===== src/hdl/rpa_pkg.sv =====
package rpa_pkg;

  localparam int CORDIC_STAGES = 16;
  localparam int COORD_WIDTH   = 32;
  localparam int NUM_STAGES    = (CORDIC_STAGES < 32) ? CORDIC_STAGES : 32;

  // CORDIC datapath in Q2.30 with headroom
  localparam int CW      = 34;
  localparam int ANGLE_W = 18;
  localparam int RED_W   = 17;
  localparam int PHASE_W = 32;

  localparam int FULL_TURN   = 92160;
  localparam int RECIP_45    = 186414;   // ceil(2^23 / 45)
  localparam int RECIP_45_SH = 23;
  localparam int STEP_45     = 46603;    // floor(2^21 / 45)
  localparam int FRAC_MUL    = 17;       // 2^21 mod 45
  localparam int FRAC_ADD    = 22;       // rounding half turn, scaled
  localparam int RECIP_SMALL = 1457;     // ceil(2^16 / 45)
  localparam logic signed [CW-1:0] INV_GAIN = CW'(652032874);

  typedef enum logic [1:0] {
    AXIS_X    = 2'd0,
    AXIS_Y    = 2'd1,
    AXIS_Z    = 2'd2,
    AXIS_NONE = 2'd3
  } axis_e;

  typedef struct packed {
    axis_e                   axis;
    logic [COORD_WIDTH-1:0]  x;
    logic [COORD_WIDTH-1:0]  y;
    logic [COORD_WIDTH-1:0]  z;
  } point_t;

  typedef struct packed {
    point_t              pt;
    logic                neg;
    logic [PHASE_W-1:0]  phase;
  } job_t;

  // atan(2^-i) in 2^32-per-turn phase units
  function automatic logic [PHASE_W-1:0] atan_phase(input int i);
    logic [PHASE_W-1:0] v;
    case (i)
      0:  v = 32'd536870912;
      1:  v = 32'd316933406;
      2:  v = 32'd167458907;
      3:  v = 32'd85004756;
      4:  v = 32'd42667331;
      5:  v = 32'd21354465;
      6:  v = 32'd10679838;
      7:  v = 32'd5340245;
      8:  v = 32'd2670163;
      9:  v = 32'd1335087;
      10: v = 32'd667544;
      11: v = 32'd333772;
      12: v = 32'd166886;
      13: v = 32'd83443;
      14: v = 32'd41722;
      15: v = 32'd20861;
      16: v = 32'd10430;
      17: v = 32'd5215;
      18: v = 32'd2608;
      19: v = 32'd1304;
      20: v = 32'd652;
      21: v = 32'd326;
      22: v = 32'd163;
      23: v = 32'd81;
      24: v = 32'd41;
      25: v = 32'd20;
      26: v = 32'd10;
      27: v = 32'd5;
      28: v = 32'd3;
      29: v = 32'd1;
      30: v = 32'd1;
      default: v = 32'd0;
    endcase
    return v;
  endfunction

endpackage


===== src/hdl/rpa_front.sv =====
module rpa_front import rpa_pkg::*; (
  input  logic                      clk_i,
  input  logic                      rst_ni,
  input  logic                      in_valid_i,
  output logic                      in_ready_o,
  input  point_t                    pt_i,
  input  logic signed [ANGLE_W-1:0] angle_i,
  output logic                      job_valid_o,
  input  logic                      job_ready_i,
  output job_t                      job_o
);

  logic en;
  logic s0_v_q, s1_v_q, s2_v_q, s3_v_q;
  point_t s0_pt_q, s1_pt_q, s2_pt_q;
  logic [RED_W-1:0] s0_r_q, s1_r_q;
  logic [10:0] s1_a_q, s2_a_q;
  logic [5:0]  s2_b_q;
  job_t s3_job_q;

  logic signed [ANGLE_W:0] red;
  logic [34:0] a_prod;
  logic [RED_W-1:0] b_diff;
  logic [20:0] frac_prod;
  logic [PHASE_W-1:0] phase;
  logic [PHASE_W-1:0] phase_fold;
  logic neg;

  // advance the whole front when its last stage is empty or moves on
  assign en          = !s3_v_q || job_ready_i;
  assign in_ready_o  = en;
  assign job_valid_o = s3_v_q;
  assign job_o       = s3_job_q;

  // wrap the angle into one turn
  always_comb begin
    red = {angle_i[ANGLE_W-1], angle_i};
    if (red < 0) red = red + (ANGLE_W+1)'(FULL_TURN);
    if (red < 0) red = red + (ANGLE_W+1)'(FULL_TURN);
    if (red >= (ANGLE_W+1)'(FULL_TURN)) red = red - (ANGLE_W+1)'(FULL_TURN);
  end

  // split r = 45*a + b, then phase = a*2^21 + round share of b
  assign a_prod    = 35'(s0_r_q) * 35'(RECIP_45);
  assign b_diff    = s1_r_q - RED_W'(s1_a_q) * RED_W'(45);
  assign frac_prod = (21'(s2_b_q) * 21'(FRAC_MUL) + 21'(FRAC_ADD)) * 21'(RECIP_SMALL);

  always_comb begin
    phase = {s2_a_q, 21'd0} + PHASE_W'(s2_b_q * 22'(STEP_45))
          + PHASE_W'(frac_prod[20:16]);
    phase_fold = phase;
    neg = 1'b0;
    // fold the middle quadrants onto the outer ones
    if (phase[PHASE_W-1] ^ phase[PHASE_W-2]) begin
      phase_fold[PHASE_W-1] = ~phase[PHASE_W-1];
      neg = 1'b1;
    end
  end

  always_ff @(posedge clk_i or negedge rst_ni) begin
    if (!rst_ni) begin
      s0_v_q <= 1'b0;
      s1_v_q <= 1'b0;
      s2_v_q <= 1'b0;
      s3_v_q <= 1'b0;
    end else if (en) begin
      s0_v_q <= in_valid_i;
      s1_v_q <= s0_v_q;
      s2_v_q <= s1_v_q;
      s3_v_q <= s2_v_q;
    end
  end

  always_ff @(posedge clk_i) begin
    if (en) begin
      s0_pt_q        <= pt_i;
      s0_r_q         <= red[RED_W-1:0];
      s1_pt_q        <= s0_pt_q;
      s1_r_q         <= s0_r_q;
      s1_a_q         <= a_prod[RECIP_45_SH+10:RECIP_45_SH];
      s2_pt_q        <= s1_pt_q;
      s2_a_q         <= s1_a_q;
      s2_b_q         <= b_diff[5:0];
      s3_job_q.pt    <= s2_pt_q;
      s3_job_q.neg   <= neg;
      s3_job_q.phase <= phase_fold;
    end
  end

endmodule


===== config.mk =====
export PLATFORM = sky130hd
export DESIGN_NAME = rpa_front
export DESIGN_NICKNAME = d
export VERILOG_FILES = /design/src/hdl/rpa_pkg.sv /design/src/hdl/rpa_front.sv
export SDC_FILE = /design/constraint.sdc
export NUM_CORES = 1
export LEC_CHECK = 0
export BUFFER_PORTS_ARGS = -buffer_cell sky130_fd_sc_hd__buf_2
export CAP_MARGIN = 20
export CORE_ASPECT_RATIO = 0.75
export CORE_MARGIN = 2
export CORE_UTILIZATION = 54
export DETAILED_ROUTE_END_ITERATION = 10
export HOLD_SLACK_MARGIN = 0.06
export PLACE_DENSITY = 0.75
export SLEW_MARGIN = 20
export SYNTH_ARGS = -nofsm -noshare
export SYNTH_HDL_FRONTEND = slang
export SYNTH_SLANG_ARGS = --single-unit
export TNS_END_PERCENT = 1

===== constraint.sdc =====
create_clock -name clk_i -period 17.4 [get_ports clk_i]
set_input_delay 3.48 -clock clk_i [delete_from_list [all_inputs] [get_ports clk_i]]
set_output_delay 3.48 -clock clk_i [all_outputs]
set_load 0.005 [all_outputs]

# Word-level counts from Yosys, hierarchy flattened
# Index checks and enable logic that the tools add are counted.
[totals]
word_cells = 51
reg_bits = 480
output_inout_bits = 133
latch_bits = 0
memories = 0
mem_bits_ro = 0
ram_bits = 0
[classes]
mux = 5
mul = 5
n_eq_ne = 0
n_reduce_logical = 2
bitwise = 2
div_mod_pow = 0
n_shift = 0
add_sub_neg = 7
magnitude_cmp = 3
[op_table]
columns = ["cell", "n"]
rows = [
  ["$mux 19", 2],
  ["$mul 17x17->33 const B", 1],
  ["$add 32x22->32", 1],
  ["$add 32x5->32", 1],
  ["$mul 6x16->22 const B", 1],
  ["$mul 12x11->21 const B", 1],
  ["$add 18x18->19 const B", 1],
  ["$add 19x18->19 const B", 1],
  ["$ge 19x18->1 const B", 1],
  ["$lt 19x1->1 const B", 1],
  ["$lt 18x1->1 const B", 1],
  ["$mux 17", 1],
  ["$sub 17x17->17 const B", 1],
  ["$add 11x5->12 const B", 1],
  ["$mul 11x6->6 const B", 1],
  ["$mul 6x5->11 const B", 1],
  ["$sub 6x6->6", 1],
  ["$mux 1", 2],
  ["$logic_not 1->1", 1],
  ["$logic_or 1x1->1", 1],
  ["$not 1->1", 1],
  ["$xor 1x1->1", 1],
]

# Depth between registers and ports, before layout
[logic_depth]
word_depth = 6
ltp_mapped = 34
mapped_depth_nobuf = 34

# Least setup slack after synthesis
# Ideal clock, no wire load.
[synth_path]
path_type = "input to output"
from = "input port job_ready_i"
to = "output port in_ready_o"
path_slack_ns = -1.003
path_stages = 1
required_ns = 13.920
t_arrival_ns = 14.923
cell_sequence = "nand2b_1"
[synth_via]
elab_chain_len = 1
[synth_rtl]
columns = ["element", "line", "source"]
rows = [
  ["from (decl)", "rpa_front.sv:9", "input logic job_ready_i,"],
  ["$logic_or 1x1->1", "rpa_front.sv:30", "assign en = !s3_v_q || job_ready_i;"],
  ["to (decl)", "rpa_front.sv:5", "output logic in_ready_o,"],
]
# No other way between the ends.

# Worst setup path in the final report
[layout_path]
from = "register s2_b_q[0]"
to = "register s3_job_q (netlist bit job_o[32]), data pin"
[layout_via]
elab_chain_len = 6
elab_cells_between_ends = 8
[layout_rtl]
columns = ["element", "line", "source"]
rows = [
  ["from (decl)", "rpa_front.sv:18", "logic [5:0] s2_b_q;"],
  ["from (signal assigned)", "rpa_front.sv:83", "s2_b_q <= b_diff[5:0];"],
  ["$mul 6x5->11", "rpa_front.sv:46", "assign frac_prod = (21'(s2_b_q) * 21'(FRAC_MUL) + 21'(FRAC_ADD)) * 21'(RECIP_SMALL);"],
  ["$add 11x5->12", "rpa_front.sv:46", ""],
  ["$mul 12x11->21", "rpa_front.sv:46", ""],
  ["$add 32x5->32 (*)", "rpa_front.sv:50", "+ PHASE_W'(frac_prod[20:16]);"],
  ["$xor 1x1->1 (*)", "rpa_front.sv:54", "if (phase[PHASE_W-1] ^ phase[PHASE_W-2]) begin"],
  ["$mux 1 (*)", "rpa_front.sv:54", ""],
  ["net neg", "rpa_front.sv:27", "logic neg;"],
  ["to (decl)", "rpa_front.sv:19", "job_t s3_job_q;"],
]
# The timed path passes the listed nets; every way through them passes the cells marked *.
# A chain may end at the register's enable or synchronous reset.

==> flow_summary_export.csv <==
group,metric,value,unit
drt,wl_met1,18910,um
clock_tree,cts_resized,0,
clock_tree,h-tree-depth,2,
sta,drv_slew,0,
floorplanning,ioPinCount,253,
clock_tree,tritoncts,"built",
cells_and_area,final_core_util,62.68,%
sta,fmax,100.1,MHz
hold_path,worstHoldPathType,"reg -> reg",
logic_synthesis,ys.flop_type,"edfxtp_1",
logic_synthesis,yosys.area.top_type,"edfxtp_1",
sta,tightest_slew,1.084,ns
place,dp_hpwl,31910,um
hold_path,whs_path_depth,0,
cells_and_area,drive_gt1_share,17.73,%
sta,finalClockSkew,0.02498,ns
clock_tree,clk_pin_slew,0.06,ns
worst_setup_path,crit_top_cell,"ha_1",
logic_synthesis,syn_area_per_cell,15.74,um2
worst_setup_path,crit_family,"adder cells",
cells_and_area,area_delta_synth_final,14.56,%
logic_synthesis,netlist-cell-type-count,55,
sta,fin_crit_sh,57.42,%
drt,dr_wl_met2,20230,um
cells_and_area,fillers,3158,
sta,maxSlewHeadroom,27.70,%
floorplanning,rows,66,
worst_setup_path,cp_num_cells,30,
logic_synthesis,yosysMostFrequentCell,"edfxtp_1",
clock_tree,clock_sinks,479,
flow_run,drv_cap,0,
clock_tree,cts_buffers,45,
place,gp_congestion,0.8773,
clock_tree,clockBufferDepth,3,
worst_setup_path,worstPathArrival,10.28,ns
sta,finalSetupViolations,0,
clock_tree,cts-root-buf,"clkbuf_16",
worst_setup_path,cp_slowest_cell,"a211oi_1",
logic_synthesis,syn-cell-area,23720,um2
drt,dr.pass1.iters,7,
drt,top_layer,"met4",
cells_and_area,fin_nets,2320,
logic_synthesis,synth_seq_area_share,60.55,%
logic_synthesis,ys_warn_count,0,
clock_tree,post-cts-setup-buffers,0,
sta,finalHoldViolCount,0,
global_route,grt_max_degree,201,
global_route,grt_pass1_vias,12406,
worst_setup_path,crit_buf_inv,1,
logic_synthesis,synthArstFlopShare,0.8351,%
clock_tree,clock_latency,0.56,ns
cells_and_area,final_area,27170,um2
logic_synthesis,synth_edf_count,475,
run_status,status,"finished, final reports clean",
floorplanning,fp.dieH,185.5,um
logic_synthesis,synthCells,1507,
worst_setup_path,startpoint_type,"register",
clock_tree,hold_buffers,0,
logic_synthesis,synth.top_cell.area_share,60.13,%
global_route,grt_usage,18.47,%
floorplanning,start_util,54.72,%
logic_synthesis,synth_area_leaders,"edfxtp_1, ha_1, fa_1",
worst_setup_path,max_stage_delay,0.65,ns
drt,drc,0,
drt,drt_wl_total,42110,um
sta,finalCriticalPeriod,9.992,ns
global_route,antenna_found_initial,2,
worst_setup_path,reg2reg_depth,30,
worst_setup_path,crit_fanout,10,
sta,tns,0,ns
global_route,grt_overflow,0,
worst_setup_path,end_kind,"register",
logic_synthesis,syn-num-nets,2022,
place,io_buffers,252,
global_route,grt_pass1_wl,65260,um
worst_setup_path,path_class,"reg -> reg",
drt,drt_iter0_markers,675,
floorplanning,coreArea,43350,um2
drt,ant_nets,0,
drt,wl_met3,2012,um
logic_synthesis,yosys-top-cells-count,"edfxtp_1, ha_1, inv_1",
drt,wl_per_cell,17.41,um
drt,vias,12318,
sta,rsz0062_at_grt,"false",
floorplanning,fp.dieW,246.0,um
drt,vias_per_cell,5.092,
floorplanning,dieArea,45640,um2
worst_setup_path,worstPathRequired,17.69,ns
logic_synthesis,ys_seq_elements,479,
place,place_area,25730,um2
[layout make-up]
cell class | count | area (um2) | share of cell area [%]
Timing Repair Buffer | 256 | 1304 | 4.798
Clock buffer | 54 | 1181 | 4.346
Antenna cell | 2 | 5.005 | 0.01842
Inverter | 241 | 904.6 | 3.329
Sequential cell | 479 | 14360 | 52.86
Clock inverter | 27 | 259.0 | 0.9531
Multi-Input combinational cell | 782 | 8434 | 31.04
Tap cell | 578 | 723.2 | 2.661
[logic make-up (layout without fill, tap and decap cells)]
kind of cell             count (synthesis)  after routing  share of synthesized area, %
buffers and inverters                  246            578                         3.924
AND/OR/NAND/NOR                        138            138                         2.869
XOR/XNOR                                86             86                         3.175
multiplexers                             8              8                        0.3797
flip-flops                             479            479                         60.55
adder cells (fa/ha/maj)                395            395                         24.85
other                                    0              2                             0
AO/OA/AOI/OAI                          155            155                         4.246
[state kept, by name, indices dropped and copies added, names as in the netlist]
register     flops
s0_pt_q         98
job_valid_o      1
s2_v_q           1
s1_v_q           1
s1_a_q          11
s0_v_q           1
s1_pt_q         98
s2_pt_q         98
s1_r_q           6
s0_r_q          17
s2_a_q          11
job_o          130
s2_b_q           6
[layout by cell type (no fill, tap or decap), types with 5 or more instances in the layout]
master	Yosys	routed
edfxtp_1	475	475
ha_1	268	268
buf_2	3	252
inv_1	241	241
fa_1	127	127
xnor2_1	59	59
clkbuf_16	0	46
nor2_1	40	40
a21oi_1	40	40
o21ai_0	34	34
nand2_1	32	32
xor2_1	27	27
a21o_1	14	14
nand2b_1	13	12
clkinv_1	0	12
o21bai_1	9	9
a211oi_1	9	9
nand4_1	8	8
o21a_1	8	8
nor3_1	8	8
clkbuf_1	1	8
a31oi_1	6	6
nand3_1	6	6
and2_1	6	6
nor2b_1	6	6
nor4_1	5	5
clkinv_2	0	5
[per-layer routing]
metal | global-route usage [%] | vias to the layer above
met4 | 5.236 | 0
met5 | 0 | -
met2 | 29.29 | 286
met1 | 26.34 | 5985
met3 | 3.431 | 65
li1 | - | 5982
[worst reg2reg max path, delay by kind of cell (launching register included)]
family	cells	cell delay, ns
buffers and inverters	1	0.04
adders and majority gates	11	4.45
muxes	1	0.25
AOI/OAI and AO/OA	14	3.43
xor gates and xnor gates	2	0.75
DFF	1	0.58
and+or+nand+nor	1	0.21
[worst paths after layout]
| path | start | end | slack (ns) |
|---|---|---|---|
| hold reg to reg | s0_pt_q[84]$_DFFE_PP_ | s1_pt_q[84]$_DFFE_PP_ | 0.40 |
| min in group asynchronous | rst_ni | s0_v_q$_DFFE_PN0P_ | 2.71 |
| setup / recovery | s2_b_q[0]$_DFFE_PP_ | job_o[32]$_DFFE_PP_ | 7.41 |
| setup reg to reg | s2_b_q[0]$_DFFE_PP_ | job_o[32]$_DFFE_PP_ | 7.41 |
| max in group asynchronous | rst_ni | s2_v_q$_DFFE_PN0P_ | 14.57 |
| hold / removal | s0_pt_q[84]$_DFFE_PP_ | s1_pt_q[84]$_DFFE_PP_ | 0.40 |
[per-stage QoR]
stage                     setup slack (ns)  instances  hold slack [ns]
after floorplan                      4.463       1507           0.4003
after global placement               7.768       2336           0.4001
after detailed placement             7.494       2336           0.4045
after CTS                            7.466       2417           0.3994
after global routing                 6.793       2419           0.4111
final                                7.408       2419           0.3982
Power is not shown: default switching activity piles up to over one toggle a cycle in this logic, so the estimate is an artifact.
