===== src/hdl/rpa_pkg.sv =====
package rpa_pkg;

  localparam int CORDIC_STAGES = 16;
  localparam int COORD_WIDTH   = 32;
  localparam int NUM_STAGES    = (CORDIC_STAGES < 32) ? CORDIC_STAGES : 32;

  // CORDIC datapath in Q2.30 with headroom
  localparam int CW      = 34;
  localparam int ANGLE_W = 18;
  localparam int RED_W   = 17;
  localparam int PHASE_W = 32;

  localparam int FULL_TURN   = 92160;
  localparam int RECIP_45    = 186414;   // ceil(2^23 / 45)
  localparam int RECIP_45_SH = 23;
  localparam int STEP_45     = 46603;    // floor(2^21 / 45)
  localparam int FRAC_MUL    = 17;       // 2^21 mod 45
  localparam int FRAC_ADD    = 22;       // rounding half turn, scaled
  localparam int RECIP_SMALL = 1457;     // ceil(2^16 / 45)
  localparam logic signed [CW-1:0] INV_GAIN = CW'(652032874);

  typedef enum logic [1:0] {
    AXIS_X    = 2'd0,
    AXIS_Y    = 2'd1,
    AXIS_Z    = 2'd2,
    AXIS_NONE = 2'd3
  } axis_e;

  typedef struct packed {
    axis_e                   axis;
    logic [COORD_WIDTH-1:0]  x;
    logic [COORD_WIDTH-1:0]  y;
    logic [COORD_WIDTH-1:0]  z;
  } point_t;

  typedef struct packed {
    point_t              pt;
    logic                neg;
    logic [PHASE_W-1:0]  phase;
  } job_t;

  // atan(2^-i) in 2^32-per-turn phase units
  function automatic logic [PHASE_W-1:0] atan_phase(input int i);
    logic [PHASE_W-1:0] v;
    case (i)
      0:  v = 32'd536870912;
      1:  v = 32'd316933406;
      2:  v = 32'd167458907;
      3:  v = 32'd85004756;
      4:  v = 32'd42667331;
      5:  v = 32'd21354465;
      6:  v = 32'd10679838;
      7:  v = 32'd5340245;
      8:  v = 32'd2670163;
      9:  v = 32'd1335087;
      10: v = 32'd667544;
      11: v = 32'd333772;
      12: v = 32'd166886;
      13: v = 32'd83443;
      14: v = 32'd41722;
      15: v = 32'd20861;
      16: v = 32'd10430;
      17: v = 32'd5215;
      18: v = 32'd2608;
      19: v = 32'd1304;
      20: v = 32'd652;
      21: v = 32'd326;
      22: v = 32'd163;
      23: v = 32'd81;
      24: v = 32'd41;
      25: v = 32'd20;
      26: v = 32'd10;
      27: v = 32'd5;
      28: v = 32'd3;
      29: v = 32'd1;
      30: v = 32'd1;
      default: v = 32'd0;
    endcase
    return v;
  endfunction

endpackage


===== src/hdl/rpa_fifo.sv =====
module rpa_fifo import rpa_pkg::*; (
  input  logic clk_i,
  input  logic rst_ni,
  input  logic push_valid_i,
  output logic push_ready_o,
  input  job_t push_data_i,
  output logic pop_valid_o,
  input  logic pop_ready_i,
  output job_t pop_data_o
);

  localparam int DEPTH = 4;
  localparam int AW    = $clog2(DEPTH);

  job_t mem_q [DEPTH];
  logic [AW-1:0] wr_ptr_q, rd_ptr_q;
  logic [AW:0]   count_q;
  logic push, pop;

  assign push_ready_o = (count_q != (AW+1)'(DEPTH));
  assign pop_valid_o  = (count_q != '0);
  assign pop_data_o   = mem_q[rd_ptr_q];
  assign push         = push_valid_i && push_ready_o;
  assign pop          = pop_valid_o && pop_ready_i;

  // store an incoming transfer
  always_ff @(posedge clk_i) begin
    if (push) mem_q[wr_ptr_q] <= push_data_i;
  end

  always_ff @(posedge clk_i or negedge rst_ni) begin
    if (!rst_ni) begin
      wr_ptr_q <= '0;
      rd_ptr_q <= '0;
      count_q  <= '0;
    end else begin
      if (push) wr_ptr_q <= wr_ptr_q + 1'b1;
      if (pop)  rd_ptr_q <= rd_ptr_q + 1'b1;
      if (push && !pop)      count_q <= count_q + 1'b1;
      else if (pop && !push) count_q <= count_q - 1'b1;
    end
  end

endmodule


===== config.mk =====
export PLATFORM = sky130hd
export DESIGN_NAME = rpa_fifo
export DESIGN_NICKNAME = d
export VERILOG_FILES = /design/src/hdl/rpa_pkg.sv /design/src/hdl/rpa_fifo.sv
export SDC_FILE = /design/constraint.sdc
export NUM_CORES = 1
export LEC_CHECK = 0
export BUFFER_PORTS_ARGS = -buffer_cell sky130_fd_sc_hd__buf_4
export CAP_MARGIN = 20
export CORE_MARGIN = 2
export CORE_UTILIZATION = 35
export CTS_BUF_LIST = sky130_fd_sc_hd__clkbuf_16
export DETAILED_ROUTE_END_ITERATION = 12
export HOLD_SLACK_MARGIN = 0.02
export PLACE_DENSITY_LB_ADDON = 0.15
export REMOVE_ABC_BUFFERS = 1
export SLEW_MARGIN = 20
export SYNTH_ARGS = -nofsm -noshare
export SYNTH_HDL_FRONTEND = slang
export SYNTH_SLANG_ARGS = --single-unit

===== constraint.sdc =====
create_clock -name clk_i -period 5.7 [get_ports clk_i]
set_input_delay 0.855 -clock clk_i [delete_from_list [all_inputs] [get_ports clk_i]]
set_output_delay 0.855 -clock clk_i [all_outputs]
set_load 0.02 [all_outputs]

## Word-level counts from Yosys, hierarchy flattened

Memories as Yosys holds them, arrays and structs flattened.
Index checks and enable logic that the tools add are counted.

| storage, ports and cells | value |
|---|---|
| flip-flop bits (word level) | 7 |
| RAM bits | 524 |
| input port bits | 135 |
| output and inout port bits | 133 |
| logic and storage cells | 21 |
| memories | 1 |

Memories:

| name | words | width | read ports | clocked after Yosys merged registers in | write ports | RTL line | RTL |
|---|---|---|---|---|---|---|---|
| mem_q | 4 | 131 | 1 | 0 | 1 | rpa_fifo.sv:15 | `job_t mem_q [DEPTH];` |

| cells by class | value |
|---|---|
| add/subtract/negate cells | 4 |
| eq/ne operators | 1 |
| multiplexer cells | 4 |
| reductions and logical operators | 8 |

Operator list:

| cell | count |
|---|---|
| 3-bit 2-to-1 mux | 2 |
| 2-bit by 1-bit adder with 2-bit output, second input constant | 2 |
| 1-bit logical AND | 4 |
| 3-bit by 1-bit adder with 3-bit output, second input constant | 1 |
| 3-bit != test, second input constant | 1 |
| 3-bit nonzero test | 1 |
| 3-bit by 1-bit subtractor with 3-bit output, second input constant | 1 |
| 1-bit zero test | 2 |
| 1-bit 2-to-1 mux | 2 |
| 2-bit nonzero test | 1 |

## Logic depth before layout (Yosys ltp)

Gate-level depths: netlist (run 1).

| logic depth | value |
|---|---|
| depth in word-level cells | 6 |
| depth in mapped cells | 8 |
| mapped depth without buffers | 8 |

## Least setup slack after synthesis (run 1)

OpenSTA, ideal clock, no wires.

| timing | value |
|---|---|
| path kind | input to register |
| from | in push_valid_i |
| to | mem mem_q[0][0] in the netlist's numbering, enable pin |
| library setup time | 506 ps |
| data arrival time | 4169 ps |
| data required time | 5194 ps |
| path slack | 1025 ps |
| cell stages on the path | 2 |
| path buffers | 0 |
| cells stage by stage | a21boi_2 -> and2_1 |

| between the ends | value |
|---|---|
| cells in the longest elaborated chain, start to end | 3 |

Ends and longest elaborated chain:

| item | RTL line | RTL |
|---|---|---|
| start, declared | rpa_fifo.sv:4 | `input logic push_valid_i,` |
| 1-bit logical AND | rpa_fifo.sv:23 | `assign push = push_valid_i && push_ready_o;` |
| 1-bit 2-to-1 mux | rpa_fifo.sv:28 | `if (push) mem_q[wr_ptr_q] <= push_data_i;` |
| 1-bit 2-to-1 mux (implied by the code) | rpa_fifo.sv:28 |  |
| end, declared | rpa_fifo.sv:15 |  |

No other way between the ends.

==> reports/results.txt, run 1 <==
Remaining Overflow, GRT: 0
H-Tree Depth: 2
Setup TNS Final: 0 ps
Worst Max-Slew Pin Slew: 948 ps
Syn Inst Count: 720
drt drc: 0
Setup-failing EPs final: 0
Clock Path Buffers: 3
HPWL Detailed: 22.3 mm
Root Buffer: clkbuf_16
first-pass GRT wire length: 59.7 mm
crit end category: output port
commonest non-fill, non-tap cells in the layout: edfxtp_1 (524), buf_4 (270), mux4_2 (131), clkbuf_16 (58), clkinv_1 (20)
Floorplan Core Area: 54800 um^2
Max Slew Vio Count: 0
dpl ws: 2440 ps
WP data arrival: 2890 ps
Tot Pwr: 13.2 mW
internal power: 9.04 mW
HP Class: in -> async
largest net degree at the start of global routing: 83
syn_area_per_cell: 26.8 um^2
IO Count: 268
clock skew: 13.7 ps
most common cell after layout, fill and taps aside: edfxtp_1
Initial Utilization: 35.2%
YS warnings: 0
Antenna Violating Nets Remaining: 0
status: completed
CP max stage delay: 990 ps
Die Area: 57000 um^2
slowest CP cell: dfrtp_4
fin crit share: 65.7%
synthesis-stage register bit count: 531
max_slew headroom: 36.8%
GRT Resource Usage Total: 14.1%
row count: 86
switching part of the total: 31.3%
DRT Wirelength: 39.9 mm
RSZ-0062 raised after global routing: false
Tmin final: 3740 ps
P per Cell Area: 551 nW/um^2
Hold-fix buffers, CTS: 0
Leakage: 8.08 nW
PostCTS Resize Cnt: 0
Post-CTS Setup Bufs: 0
maximum vdd drop: 0.000282 V
CTS Buf Count: 57
f_max: 267 MHz
port buffer count: 267
P_sw: 4.11 mW
Final Wtd Congestion: 0.659
Sinks on Clock Net: 531
synthesized area: 19300 um^2
via count: 8471
Startpoint Class: register
count of final hold-check violations: 0
initial antenna violation count: 2
Core Util, Final: 43.6%
Die W: 239 um
# nets final: 1167
Synth cell types: 18
Worst Slack Setup Final: 1960 ps
area grow syn2layout: 23.9%
cell breakdown of the critical path: buf_12, mux4_2, buf_4
number of DRC markers in iteration 0: 382
Max-cap violations: 0
vias in the first global route: 9433
critical path data required time: 4850 ps
Clk pwr share: 26.0%
TritonCTS clock tree: built
sequential share of the synthesized area: 82.5%
wire per inst: 22.5 um
vias per cell: 4.77
share of power burned in registers: 41.8%
Crit Path Max Fanout: 51
DR pass1 iterations: 4
clk slew on worst S/H paths: 60 ps
WS Path Type: reg -> out
clk_lat worst skew: 600 ps
share of cells above drive strength 1: 45.8%
Combinational Power Share: 32.2%
Die Height: 239 um
[stage by stage]
| stage | std cells | cell area, um^2 | hold WS [ps] |
|---|---|---|---|
| 2_1_floorplan | 690 | 19100 | 493 |
| 3_3_place_gp | 1671 | 22200 | 525 |
| 3_5_place_dp | 1671 | 22200 | 523 |
| 4_1_cts | 1775 | 23900 | 23.5 |
| 5_1_grt | 1775 | 23900 | 33.3 |
| 6_report | 1776 | 23900 | 68.3 |
[path summary, 6_finish.rpt]
| kind | depth (start not counted) | startpoint | to | slack, ps |
|---|---|---|---|---|
| min reg2reg | 1 | count_q[2] | count_q[2] | 530 |
| min | 1 | rst_ni | count_q[0] | 70 |
| max | 3 | rd_ptr_q[0] | pop_data_o[55] | 1960 |
| min in group clk_i | 1 | push_data_i[21] | mem_q[1][21] | 450 |
| max reg2reg | 4 | count_q[0] | mem_q[3][35] | 3090 |
| max in group asynchronous | 1 | rst_ni | rd_ptr_q[1] | 5490 |
[layer usage]
metal	routed length [um]	track usage [%]	share of wire, %	up-vias
li1	-	-	-	3734
met1	15700	17.1	39	4457
met2	20400	24.1	51	208
met3	3070	4.98	7.7	68
met4	754	3.77	1.9	4
met5	30	0	0.075	-
[critical path, delay by kind of cell (launching register included)]
kind	cells	cell delay (ps)
DFF	1	990
buffers and inverters	2	610
muxes	1	580
[registers in the layout, summed over array words and instances (netlist names)]
| register | count |
|---|---|
| count_q | 3 |
| mem_q | 524 |
| rd_ptr_q | 2 |
| wr_ptr_q | 2 |
[kinds of logic (layout without fill, tap and decap cells)]
group	after synthesis	in the layout	share of synthesized area, %
DFF	531	531	82.5
muxes	133	133	15.4
buffers and inverters	33	384	1.10
and+or+nand+nor	10	10	0.266
adders and majority gates	6	6	0.428
xor gates and xnor gates	6	6	0.272
AOI/OAI and AO/OA	1	1	0.0584
other	0	1	0
[synth_stat cells]
| master | instances | area (um^2) |
|---|---|---|
| buf_2 | 16 | 80.1 |
| xnor2_1 | 4 | 35.0 |
| clkbuf_1 | 5 | 18.8 |
| mux4_2 | 131 | 2950 |
| fa_1 | 1 | 20.0 |
| and2_1 | 4 | 25.0 |
| inv_1 | 3 | 11.3 |
| nand3_1 | 1 | 5.00 |
| dfrtp_1 | 7 | 175 |
| nor2_1 | 2 | 7.51 |
| ha_1 | 5 | 62.6 |
| edfxtp_1 | 524 | 15700 |
| or3_1 | 1 | 6.26 |
| buf_6 | 9 | 101 |
| a21boi_2 | 1 | 11.3 |
| xor2_1 | 2 | 17.5 |
| mux2_2 | 2 | 22.5 |
| nand2_1 | 2 | 7.51 |
[area by class of cell]
| type | count | area [um^2] |
|---|---|---|
| diodes | 1 | 2.50 |
| well taps | 704 | 881 |
| fillers | 4695 | 30900 |
| clock buffers | 58 | 1450 |
| multi-input cells | 156 | 3180 |
| inverters | 3 | 11.3 |
| repair buffers | 277 | 2170 |
| flip-flops and latches | 531 | 15900 |
| clock inverters | 46 | 288 |
[power by group through the flow]
stage | combinational, mW | clock (mW) | sequential [mW]
floorplan | 2.57 | 0 | 5.77
global route | 4.54 | 3.69 | 5.59
finish | 4.23 | 3.43 | 5.50
global placement | 4.37 | 0 | 5.58
detailed placement | 4.37 | 0 | 5.60
CTS | 4.38 | 3.54 | 5.53
Note: power is estimated with default switching activity, not from simulation.
==> inputs of run 2 (changes only) <==
clock period = 3.4 ns   (was 5.7 ns; I/O delays follow)
==> run 2 against run 1 <==
Sequential share of layout area shrank 0.36 points. First-iteration DRC count grew 1.8%. Global-route usage shrank 0.13 points. Clock skew grew 1.6 ps. Count of clock-buffer cells in the layout grew 1. Wire length grew 0.28%. Clock power grew 69%. Register-to-register slack lost 2000 ps. Setup slack lost 1500 ps. Largest cell class unchanged.
==> reports/results.txt, run 2 (synthesis results as in run 1) <==
status: completed
HP Class: in -> reg
largest register by flop count: mem_q
dpl ws: 1050 ps
PostCTS Resize Cnt: 0
share of power burned in registers: 40.3%
Hold Path Depth: 1
GRT Resource Usage Total: 14.0%
via count: 8643
post-route design area: 24000 um^2
RSZ-0062 raised after global routing: false
initial antenna violation count: 3
Max Slew Vio Count: 0
TritonCTS clock tree: built
R2R cell count: 4
Clk pwr share: 26.0%
critical path depth: 3
WS Path Type: reg -> out
Core Util, Final: 43.9%
Tot Pwr: 22.2 mW
Crit Path Max Fanout: 41
post-route insts no fill: 1782
Startpoint Class: register
Antenna Violating Nets Remaining: 0
f_max: 343 MHz
# nets final: 1174
Initial Utilization: 35.2%
Final Wtd Congestion: 0.686
Hold Crit Start: push_data_i[117]
Hold-fix buffers, CTS: 1
placed cells: 1677
Setup TNS Final: 0 ps
Clock Path Buffers: 3
Leakage: 8.15 nW
Hold WS: 108 ps
count of final hold-check violations: 0
Regs by FF count: mem_q x524, count_q x3
largest net degree at the start of global routing: 106
worst path bufs/invs: 2
switching part of the total: 31.1%
Remaining Overflow, GRT: 0
Setup-failing EPs final: 0
post-placement cell area: 22300 um^2
Worst Slack Setup Final: 481 ps
clk_lat worst skew: 600 ps
maximum vdd drop: 0.000616 V
DR pass1 iterations: 4
most common cell after layout, fill and taps aside: edfxtp_1
crit end category: output port
port buffer count: 267
Combinational Power Share: 33.7%
Tmin final: 2920 ps
max_slew headroom: 41.9%
wire per inst: 22.5 um
Die W: 239 um
Top delay family on crit path: flip-flops
internal power: 15.3 mW
Worst Max-Slew Pin Slew: 872 ps
clock skew: 15.2 ps
CTS Buf Count: 57
P per Cell Area: 924 nW/um^2
critical path data required time: 2890 ps
area grow syn2layout: 24.6%
IO Count: 268
CP max stage delay: 640 ps
HPWL Detailed: 22.6 mm
WP data arrival: 2410 ps
drt drc: 0
clk slew on worst S/H paths: 60 ps
r2r setup slk: 1130 ps
reg2reg end: mem_q[3][77]
Root Buffer: clkbuf_16
cell breakdown of the critical path: buf_12, mux4_2, buf_4
Max-cap violations: 0
row count: 86
Post-CTS Setup Bufs: 0
share of cells above drive strength 1: 46.3%
commonest non-fill, non-tap cells in the layout: edfxtp_1 (524), buf_4 (271), mux4_2 (131), clkbuf_16 (59), clkinv_1 (16)
Floorplan Core Area: 54800 um^2
number of DRC markers in iteration 0: 389
Die Area: 57000 um^2
Critical R2R Launch: count_q[0]
vias per cell: 4.85
Sinks on Clock Net: 531
max reg flops: 524
vias in the first global route: 9289
slowest CP cell: dfrtp_4
H-Tree Depth: 2
first-pass GRT wire length: 59.0 mm
P_sw: 6.91 mW
Hold EP: mem_q[3][117]
fin crit share: 85.9%
DRT Wirelength: 40.0 mm
Die Height: 239 um
## run 2: layout make-up
| cell class | count | area [um^2] |
|---|---|---|
| Antenna cell | 1 | 2.50 |
| Clock inverter | 44 | 275 |
| Fill cell | 4658 | 30700 |
| Inverter | 3 | 11.3 |
| Multi-Input combinational cell | 156 | 3180 |
| Clock buffer | 59 | 1480 |
| Tap cell | 704 | 881 |
| Timing Repair Buffer | 284 | 2280 |
| Sequential cell | 531 | 15900 |
## run 2: how the worst max path moves through the flow
stage | from | endpoint | slack, ps
2_1_floorplan | rd_ptr_q[0] | pop_data_o[0] | -2940
3_3_place_gp | rd_ptr_q[0] | pop_data_o[45] | 1050
3_5_place_dp | rd_ptr_q[0] | pop_data_o[29] | 1050
4_1_cts | rd_ptr_q[0] | pop_data_o[29] | 390
5_1_grt | rd_ptr_q[0] | pop_data_o[29] | 340
6_report | rd_ptr_q[0] | pop_data_o[79] | 480
## run 2: routing by layer
layer / up-vias / wire length (um) / GRT usage [%]
li1: 3752 / - / -
met1: 4605 / 16600 / 18.0
met2: 217 / 19900 / 23.0
met3: 65 / 2760 / 4.31
met4: 4 / 821 / 4.17
met5: - / 26 / 0
## run 2: power by group through the flow
| stage | logic [mW] | registers, mW | clock network [mW] |
|---|---|---|---|
| final | 7.48 | 8.96 | 5.78 |
| after CTS | 7.74 | 8.98 | 5.97 |
| after global routing | 8.01 | 9.07 | 6.21 |
| after floorplan | 3.82 | 9.58 | 0 |
| after detailed placement | 7.72 | 9.11 | 0 |
| after global placement | 7.73 | 9.08 | 0 |
